**config.mk**
```make
export PLATFORM = sky130hd
export DESIGN_NAME = streaming_fir_convolution_unit
export DESIGN_NICKNAME = d
export VERILOG_FILES = /design/src/rtl/sfc_pkg.sv /design/src/rtl/sfc_mac.sv /design/src/rtl/streaming_fir_convolution_unit.sv
export SDC_FILE = /design/constraint.sdc
export NUM_CORES = 2
export LEC_CHECK = 0
export BUFFER_PORTS_ARGS = -buffer_cell sky130_fd_sc_hd__buf_2
export CELL_PAD_IN_SITES_DETAIL_PLACEMENT = 0
export CELL_PAD_IN_SITES_GLOBAL_PLACEMENT = 2
export CORE_ASPECT_RATIO = 1.75
export CORE_MARGIN = 5
export CORE_UTILIZATION = 53
export CTS_CLUSTER_SIZE = 20
export DETAILED_ROUTE_END_ITERATION = 7
export PLACE_DENSITY = 0.9
export SLEW_MARGIN = 30
export SYNTH_ARGS = -nofsm -noshare
export SYNTH_HDL_FRONTEND = slang
export SYNTH_SLANG_ARGS = --single-unit
```
**constraint.sdc**
```tcl
create_clock -name clk -period 8.9 [get_ports clk]
set_input_delay 0.89 -clock clk [delete_from_list [all_inputs] [get_ports clk]]
set_output_delay 0.89 -clock clk [all_outputs]
set_load 0.05 [all_outputs]
```
**src/rtl/sfc_pkg.sv**
```systemverilog
package sfc_pkg;

  // depth of the tap store and of the sample history
  localparam int MAX_TAPS = 64;
  localparam int ADDR_W   = $clog2(MAX_TAPS);
  localparam int CNT_W    = $clog2(MAX_TAPS + 1);

  // data widths
  localparam int SAMPLE_W = 16;
  localparam int PROD_W   = 2 * SAMPLE_W;
  localparam int ACC_W    = PROD_W + $clog2(MAX_TAPS);
  localparam int FRAC_SH  = SAMPLE_W - 1;
  localparam int QW       = ACC_W - FRAC_SH;

  // configuration port
  localparam int PADDR_W  = 2;
  localparam int PDATA_W  = 32;
  localparam int TAPCNT_W = 7;
  localparam logic [TAPCNT_W-1:0] TAP_COUNT_RESET = TAPCNT_W'(1);
  localparam logic [PADDR_W-1:0]  REG_TAP_COUNT   = PADDR_W'(0);

  // request kinds
  localparam logic REQ_COEF   = 1'b0;
  localparam logic REQ_SAMPLE = 1'b1;

  // sequencer states
  typedef enum logic [2:0] {
    ST_IDLE = 3'b001,
    ST_RUN  = 3'b010,
    ST_WRAP = 3'b100
  } state_t;

  // control from the sequencer to the multiply-accumulate unit
  typedef struct packed {
    logic clear;
    logic valid;
  } mac_ctl_t;

endpackage

```
**src/rtl/sfc_mac.sv**
```systemverilog
module sfc_mac (
  input  logic                                clk,
  input  logic                                rst,
  input  sfc_pkg::mac_ctl_t                   ctl,
  input  logic signed [sfc_pkg::SAMPLE_W-1:0] coef,
  input  logic signed [sfc_pkg::SAMPLE_W-1:0] sample,
  output logic signed [sfc_pkg::ACC_W-1:0]    acc,
  output logic                                busy
);

  logic signed [sfc_pkg::PROD_W-1:0] prod;
  logic                              prod_valid;

  // product register
  always_ff @(posedge clk) begin
    prod <= coef * sample;
  end

  always_ff @(posedge clk) begin
    if (rst) begin
      prod_valid <= 1'b0;
    end else begin
      prod_valid <= ctl.valid && !ctl.clear;
    end
  end

  // accumulator, exact over all taps
  always_ff @(posedge clk) begin
    if (ctl.clear) begin
      acc <= '0;
    end else if (prod_valid) begin
      acc <= acc + sfc_pkg::ACC_W'(prod);
    end
  end

  assign busy = prod_valid;

endmodule

```
**src/rtl/streaming_fir_convolution_unit.sv**
```systemverilog
// Direct-form FIR filter over a continuous sample stream. A coefficient request
// (req_type 0) writes one tap and the block stays ready. A sample request
// (req_type 1) enters the history line and yields one output: the sum of tap
// times delayed sample over tap_count taps (0 acts as 1, values above 64 act as
// 64), rounded half up from Q8.30 to Q1.15 and saturated, with overflow set when
// saturated and segment_last echoed. One shared 16x16 multiply-accumulate walks
// the taps one per cycle, so a sample holds in_stall high while the taps in use
// are walked and the read, product and accumulate stages drain after the last
// tap, and its result is registered at the end of that time; a previous result
// still stalled in the output register adds the time it waits. A finished result
// may wait in the output register while the next request is taken. Load every
// tap below tap_count before feeding samples. The history starts as zeros after
// reset through a fill count, so no clearing pass is needed. tap_count is written
// over the APB port, whose decode matches every address; write it only while the
// block is idle, which the block itself does not enforce.
module streaming_fir_convolution_unit (
  input  logic                                clk,
  input  logic                                rst,
  input  logic                                psel,
  input  logic                                penable,
  input  logic                                pwrite,
  input  logic [sfc_pkg::PADDR_W-1:0]         paddr,
  input  logic [sfc_pkg::PDATA_W-1:0]         pwdata,
  output logic [sfc_pkg::PDATA_W-1:0]         prdata,
  output logic                                pready,
  input  logic                                in_valid,
  output logic                                in_stall,
  input  logic                                req_type,
  input  logic [5:0]                          coef_index,
  input  logic signed [sfc_pkg::SAMPLE_W-1:0] coef_value,
  input  logic signed [sfc_pkg::SAMPLE_W-1:0] sample_value,
  input  logic                                segment_last,
  output logic                                out_valid,
  input  logic                                out_stall,
  output logic signed [sfc_pkg::SAMPLE_W-1:0] filtered_sample,
  output logic                                overflow,
  output logic                                segment_last_res
);

  sfc_pkg::state_t state, state_next;

  logic [sfc_pkg::TAPCNT_W-1:0]       tap_count;
  logic [sfc_pkg::CNT_W-1:0]          taps_in_use;
  logic [sfc_pkg::CNT_W-1:0]          taps_n;
  logic [sfc_pkg::CNT_W-1:0]          fill;
  logic [sfc_pkg::CNT_W-1:0]          k;
  logic [sfc_pkg::ADDR_W-1:0]         wp;
  logic [sfc_pkg::ADDR_W-1:0]         wp_inc;
  logic [sfc_pkg::ADDR_W-1:0]         rd_ptr;
  logic                               seg;
  logic                               in_accept;
  logic                               sample_acc;
  logic                               coef_wr;
  logic                               last_tap;
  logic                               s1_valid;
  logic                               s1_live;
  logic                               wrap_done;
  logic signed [sfc_pkg::SAMPLE_W-1:0] tap_mem [sfc_pkg::MAX_TAPS];
  logic signed [sfc_pkg::SAMPLE_W-1:0] hist_mem [sfc_pkg::MAX_TAPS];
  logic signed [sfc_pkg::SAMPLE_W-1:0] tap_rd;
  logic signed [sfc_pkg::SAMPLE_W-1:0] hist_rd;
  logic signed [sfc_pkg::SAMPLE_W-1:0] mac_sample;
  logic signed [sfc_pkg::ACC_W-1:0]    acc;
  logic signed [sfc_pkg::ACC_W-1:0]    rounded;
  logic signed [sfc_pkg::QW-1:0]       q;
  logic                                q_hi;
  logic                                q_lo;
  logic                                mac_busy;
  sfc_pkg::mac_ctl_t                   mac_ctl;

  // configuration register
  assign pready = 1'b1;
  assign prdata = sfc_pkg::PDATA_W'(tap_count);

  always_ff @(posedge clk) begin
    if (rst) begin
      tap_count <= sfc_pkg::TAP_COUNT_RESET;
    end else if (psel && penable && pwrite && pready &&
                 (paddr >> 2) == (sfc_pkg::REG_TAP_COUNT >> 2)) begin
      tap_count <= pwdata[sfc_pkg::TAPCNT_W-1:0];
    end
  end

  // clamp the tap count to 1..MAX_TAPS
  always_comb begin
    if (tap_count == '0) begin
      taps_in_use = sfc_pkg::CNT_W'(1);
    end else if (32'(tap_count) > 32'(sfc_pkg::MAX_TAPS)) begin
      taps_in_use = sfc_pkg::CNT_W'(sfc_pkg::MAX_TAPS);
    end else begin
      taps_in_use = sfc_pkg::CNT_W'(tap_count);
    end
  end

  // request decode
  assign in_stall   = (state != sfc_pkg::ST_IDLE);
  assign in_accept  = in_valid && !in_stall;
  assign sample_acc = in_accept && (req_type == sfc_pkg::REQ_SAMPLE);
  assign coef_wr    = in_accept && (req_type == sfc_pkg::REQ_COEF) &&
                      (32'(coef_index) < 32'(sfc_pkg::MAX_TAPS));

  assign wp_inc = (wp == sfc_pkg::ADDR_W'(sfc_pkg::MAX_TAPS - 1)) ? '0 : wp + 1'b1;
  assign last_tap = (k == taps_n - 1'b1);

  // tap store: one write port, one registered read
  always_ff @(posedge clk) begin
    if (coef_wr) begin
      tap_mem[sfc_pkg::ADDR_W'(coef_index)] <= coef_value;
    end
    tap_rd <= tap_mem[k[sfc_pkg::ADDR_W-1:0]];
  end

  // sample history as a circular buffer, newest at wp
  always_ff @(posedge clk) begin
    if (sample_acc) begin
      hist_mem[wp_inc] <= sample_value;
    end
    hist_rd <= hist_mem[rd_ptr];
  end

  // history pointer and fill count; entries at or past fill read as zero
  always_ff @(posedge clk) begin
    if (rst) begin
      wp   <= '0;
      fill <= '0;
    end else if (sample_acc) begin
      wp <= wp_inc;
      if (fill != sfc_pkg::CNT_W'(sfc_pkg::MAX_TAPS)) begin
        fill <= fill + 1'b1;
      end
    end
  end

  // tap walk counters
  always_ff @(posedge clk) begin
    if (sample_acc) begin
      k      <= '0;
      rd_ptr <= wp_inc;
      taps_n <= taps_in_use;
      seg    <= segment_last;
    end else if (state == sfc_pkg::ST_RUN) begin
      k      <= k + 1'b1;
      rd_ptr <= (rd_ptr == '0) ? sfc_pkg::ADDR_W'(sfc_pkg::MAX_TAPS - 1) : rd_ptr - 1'b1;
    end
  end

  // read stage flags
  always_ff @(posedge clk) begin
    if (rst) begin
      s1_valid <= 1'b0;
    end else begin
      s1_valid <= (state == sfc_pkg::ST_RUN);
    end
    s1_live <= (k < fill);
  end

  // shared multiply-accumulate
  assign mac_ctl.clear = sample_acc;
  assign mac_ctl.valid = s1_valid;
  assign mac_sample    = s1_live ? hist_rd : '0;

  sfc_mac u_mac (
    .clk    (clk),
    .rst    (rst),
    .ctl    (mac_ctl),
    .coef   (tap_rd),
    .sample (mac_sample),
    .acc    (acc),
    .busy   (mac_busy)
  );

  // round half up to Q1.15 and saturate
  assign rounded = acc + sfc_pkg::ACC_W'(1 << (sfc_pkg::FRAC_SH - 1));
  assign q       = sfc_pkg::QW'(rounded >>> sfc_pkg::FRAC_SH);
  assign q_hi    = (q > sfc_pkg::QW'(32767));
  assign q_lo    = (q < -sfc_pkg::QW'(32768));

  assign wrap_done = (state == sfc_pkg::ST_WRAP) && !s1_valid && !mac_busy &&
                     (!out_valid || !out_stall);

  // sequencer
  always_comb begin
    state_next = state;
    case (state)
      sfc_pkg::ST_IDLE: begin
        if (sample_acc) state_next = sfc_pkg::ST_RUN;
      end
      sfc_pkg::ST_RUN: begin
        if (last_tap) state_next = sfc_pkg::ST_WRAP;
      end
      sfc_pkg::ST_WRAP: begin
        if (wrap_done) state_next = sfc_pkg::ST_IDLE;
      end
      default: state_next = sfc_pkg::ST_IDLE;
    endcase
  end

  always_ff @(posedge clk) begin
    if (rst) begin
      state <= sfc_pkg::ST_IDLE;
    end else begin
      state <= state_next;
    end
  end

  // output register
  always_ff @(posedge clk) begin
    if (rst) begin
      out_valid <= 1'b0;
    end else if (wrap_done) begin
      out_valid <= 1'b1;
    end else if (!out_stall) begin
      out_valid <= 1'b0;
    end
  end

  always_ff @(posedge clk) begin
    if (wrap_done) begin
      if (q_hi) begin
        filtered_sample <= 16'sh7fff;
      end else if (q_lo) begin
        filtered_sample <= 16'sh8000;
      end else begin
        filtered_sample <= q[sfc_pkg::SAMPLE_W-1:0];
      end
      overflow         <= q_hi || q_lo;
      segment_last_res <= seg;
    end
  end

endmodule

```
==> impl_metrics.prom <==
# TYPE chip_impl_metric gauge
chip_impl_metric{name="hpwl",unit="mm"} 148
chip_impl_metric{name="clock_slew_seen_by_the_registers_of_the_worst_setup_and_hold_paths",unit="ns"} 0.07
chip_impl_metric{name="worst_ep_required_time",unit="ns"} 9.60
chip_impl_metric{name="post_route_hold_slack",unit="ns"} 0.240
chip_impl_info{name="hp-class",value="in -> reg"} 1
chip_impl_info{name="status",value="finished clean"} 1
chip_impl_metric{name="cts_buffers",unit=""} 195
chip_impl_metric{name="detailedRoute.firstIterationViolations",unit=""} 4405
chip_impl_metric{name="grt_first_pass_wirelength",unit="mm"} 340
chip_impl_metric{name="first_global_vias",unit=""} 51000
chip_impl_metric{name="dp_cells",unit=""} 7599
chip_impl_metric{name="period_share",unit="%"} 81.0
chip_impl_metric{name="post_drt_wl_per_cell",unit="um"} 28.9
chip_impl_metric{name="synth.avg_cell_area",unit="um2"} 18.6
chip_impl_metric{name="timing.clock.skew",unit="ns"} 0.0982
chip_impl_metric{name="initial_utilization",unit="%"} 53.2
chip_impl_metric{name="hold_viol_final",unit=""} 0
chip_impl_info{name="synth_top_area_cell",value="edfxtp_1"} 1
chip_impl_metric{name="synth.lib_cells_used.distinct",unit=""} 80
chip_impl_metric{name="htree_levels",unit=""} 4
chip_impl_info{name="postSynth.topFlopCell",value="edfxtp_1"} 1
chip_impl_metric{name="detail_route.vias_per_cell",unit=""} 6.07
chip_impl_metric{name="yosys_register_bits",unit=""} 2216
chip_impl_metric{name="drt-total-wl",unit="mm"} 230
chip_impl_metric{name="number_of_buffers_between_clock_root_and_the_deepest_sink",unit=""} 4
chip_impl_metric{name="postCtsHoldBufs",unit=""} 0
chip_impl_metric{name="power_per_cell_area",unit="nW/um2"} 222
chip_impl_metric{name="timing_worst_slew_pin_value",unit="ns"} 1.01
chip_impl_metric{name="netSwitchingPower",unit="uW"} 5900
chip_impl_metric{name="final-setup-viol-count",unit=""} 0
chip_impl_info{name="chain_of_cells_forming_the_critical_path",value="and2_1, nand2_1, fa_1, fa_1, fa_1, fa_1, inv_1, fa_1, fa_1, ha_1, a21oi_1, nor2_1, a211oi_1, o21ai_1, a21oi_1, o21ai_1, a31oi_1, xnor2_1"} 1
chip_impl_metric{name="cp_num_buf_inv",unit=""} 1
chip_impl_info{name="timing_worst_setup_path_type",value="reg -> reg"} 1
chip_impl_metric{name="postCtsSetupBuffers",unit=""} 0
chip_impl_metric{name="globalRoute.totalOverflow",unit=""} 0
chip_impl_metric{name="synthesis.instances",unit=""} 5206
chip_impl_metric{name="io_pins",unit=""} 134
chip_impl_metric{name="clkLatencyLatePin",unit="ns"} 0.86
chip_impl_metric{name="fin_util",unit="%"} 58.8
chip_impl_metric{name="asyncSetResetFlopFracSynth",unit="%"} 0
chip_impl_metric{name="slew_headroom",unit="%"} 32.6
chip_impl_metric{name="clock_power_share",unit="%"} 36.5
chip_impl_metric{name="power_frac_seq",unit="%"} 49.3
chip_impl_info{name="critical_path.endpoint_type",value="flip-flop"} 1
chip_impl_metric{name="die_extent_in_x",unit="um"} 333
chip_impl_metric{name="final_nets",unit=""} 5871
chip_impl_metric{name="floorplan.rows",unit=""} 207
chip_impl_metric{name="max_cap_viol_count",unit=""} 0
chip_impl_metric{name="total_number_of_vias",unit=""} 48300
chip_impl_metric{name="post-route-drc-count",unit=""} 0
chip_impl_info{name="grt_setup_unrepaired",value="false"} 1
chip_impl_metric{name="globalRouteTotalUtil",unit="%"} 24.0
chip_impl_metric{name="synth_enable_flop_cells",unit=""} 2080
chip_impl_metric{name="p_sw_share",unit="%"} 24.9
chip_impl_metric{name="combinational_share_of_power",unit="%"} 14.2
chip_impl_info{name="worst_path_max_delay_cell",value="dfxtp_4"} 1
chip_impl_info{name="synth.most_common_cell",value="edfxtp_1"} 1
chip_impl_metric{name="ir_drop",unit="uV"} 210
chip_impl_metric{name="r2r_slack",unit="ns"} 1.69
chip_impl_metric{name="netlist_area",unit="um2"} 96800
chip_impl_metric{name="yosys_warnings",unit=""} 0
chip_impl_metric{name="core_area",unit="um2"} 182000
chip_impl_metric{name="period_minus_slack",unit="ns"} 7.21
chip_impl_info{name="tritoncts_clock_tree",value="built"} 1
chip_impl_metric{name="ys_seq_area_share",unit="%"} 67.3
chip_impl_metric{name="buffer_ports.inserted",unit=""} 80
chip_impl_info{name="clockRootBuffer",value="clkbuf_16"} 1
chip_impl_metric{name="number_of_instances_resized_during_post_cts_repair",unit=""} 0
chip_impl_info{name="critical_path.startpoint_type",value="flip-flop"} 1
chip_impl_metric{name="drv_slew",unit=""} 0
chip_impl_metric{name="setup_total_negative_slack",unit="ns"} 0
chip_impl_metric{name="grt_max_degree",unit=""} 122
chip_impl_metric{name="clock_sinks",unit=""} 2216
chip_impl_metric{name="path_max_fanout",unit=""} 82
chip_impl_metric{name="detailed_routing_iteration_count_for_the_pre_antenna_repair_pass",unit=""} 7
chip_impl_metric{name="layout.cells.non_filler",unit=""} 7956
chip_impl_metric{name="antenna_found_initial",unit=""} 8
chip_impl_metric{name="drt.antenna.violating_nets",unit=""} 0
chip_impl_info{name="critical_path.top_delay_family",value="adder cells"} 1
chip_impl_metric{name="max_freq",unit="MHz"} 139
chip_impl_info{name="post_synth_most_frequent_cells",value="edfxtp_1, mux4_2, inv_1"} 1
chip_impl_metric{name="die_y",unit="um"} 575
chip_impl_info{name="yosys-top-cells-area",value="edfxtp_1, mux4_2, fa_1"} 1
chip_impl_metric{name="drive_gt1_share",unit="%"} 22.0
chip_impl_info{name="worst_path_most_repeated_cell",value="fa_1"} 1
chip_impl_metric{name="number_of_fillers_in_the_final_layout",unit=""} 13100
chip_impl_metric{name="intPower",unit="uW"} 17800
chip_impl_metric{name="max_stage_delay",unit="ns"} 0.77
chip_impl_metric{name="pleak",unit="uW"} 0.0361
chip_impl_metric{name="weighted_congestion_at_the_end_of_routability_driven_global_placement",unit=""} 0.847
chip_impl_metric{name="area_growth_from_synthesis_to_final_layout",unit="%"} 10.6
chip_impl_metric{name="worstPathArrival",unit="ns"} 7.91
chip_impl_metric{name="post-synth-top-area-fraction",unit="%"} 64.5
chip_impl_metric{name="design.die.area",unit="um2"} 192000
-- placed cells by master, fill, tap and decap left out, drive strengths merged, types with 73 or more instances in the layout --
master,netlist,routed
edfxtp,2080,2080
mux4,636,636
inv,333,342
fa,263,263
nor2,263,263
buf,132,247
clkbuf,148,240
nand2,198,198
and3,142,142
dfxtp,136,136
ha,133,133
o21ai,101,101
a21oi,91,91
mux2i,73,73
-- layer usage --
layer	track usage, %	routed length (um)	vias to the layer above
li1	-	-	20700
met1	26.5	75400	25500
met2	45.3	129000	1682
met3	2.77	10900	466
met4	12.2	14200	0
met5	0	0	-
-- power by group through the flow --
stage                     registers [uW]  logic, uW  clock network [uW]
final                              11700       3370                8660
after global routing               11700       3770                9240
after CTS                          11700       3400                8820
after detailed placement           11900       3370                   0
after global placement             11900       3300                   0
after floorplan                    11800       2460                   0
-- stage by stage --
step / worst slack (ns) / area (um2) / power (uW)
final: 1.69 / 107000 / 23700
after global routing: 1.23 / 107000 / 24700
after CTS: 1.55 / 107000 / 23900
after detailed placement: 1.66 / 100000 / 15300
after global placement: 1.68 / 100000 / 15200
after floorplan: 2.91 / 96900 / 14300
-- flip-flops by register name (all words and copies together) (netlist names), 3 cells and up --
register,flops
wp,6
u_mac.prod,32
hist_mem,1024
hist_rd,16
rd_ptr,6
tap_rd,16
taps_n,7
state,3
fill,7
k,7
tap_mem,1024
u_mac.acc,38
tap_count,7
filtered_sample,16
-- cell type report --
| type | instances | area (um2) | share of cell area (%) |
|---|---|---|---|
| repair buffers | 247 | 1850 | 1.73 |
| well taps | 2403 | 3010 | 2.81 |
| diodes | 5 | 12.5 | 0.0117 |
| inverters | 333 | 1250 | 1.17 |
| flip-flops and latches | 2216 | 65200 | 60.9 |
| clock buffers | 240 | 5220 | 4.87 |
| multi-input cells | 2401 | 29200 | 27.3 |
| clock inverters | 111 | 1280 | 1.20 |
-- worst paths after layout --
check,from,end,cells after the start
setup reg to reg,s1_live,u_mac.prod[29],18
setup / recovery,s1_live,u_mac.prod[29],18
hold / removal,segment_last,seg,1
hold reg to reg,seg,segment_last_res,0
-- logic make-up after synthesis --
family / Yosys count / share of synthesized area, %
other: 2 / 0.00776
AOI/OAI and AO/OA: 356 / 2.35
buffers and inverters: 613 / 2.64
adders and majority gates: 396 / 7.16
and+or+nand+nor: 823 / 4.10
xor gates and xnor gates: 87 / 0.795
DFF: 2216 / 67.3
muxes: 713 / 15.6
-- worst reg2reg max path: stages, from the launching register on --
cell      delay (ns)
dfxtp_4         0.77
and2_1          0.58
nand2_1         0.16
fa_1            0.55
fa_1            0.58
fa_1            0.47
fa_1            0.56
inv_1           0.05
fa_1            0.49
fa_1            0.42
ha_1            0.36
a21oi_1         0.24
nor2_1          0.08
a211oi_1        0.47
o21ai_1         0.33
a21oi_1         0.42
o21ai_1         0.18
a31oi_1         0.22
xnor2_1         0.13
Power figures use the tool's default switching activity.
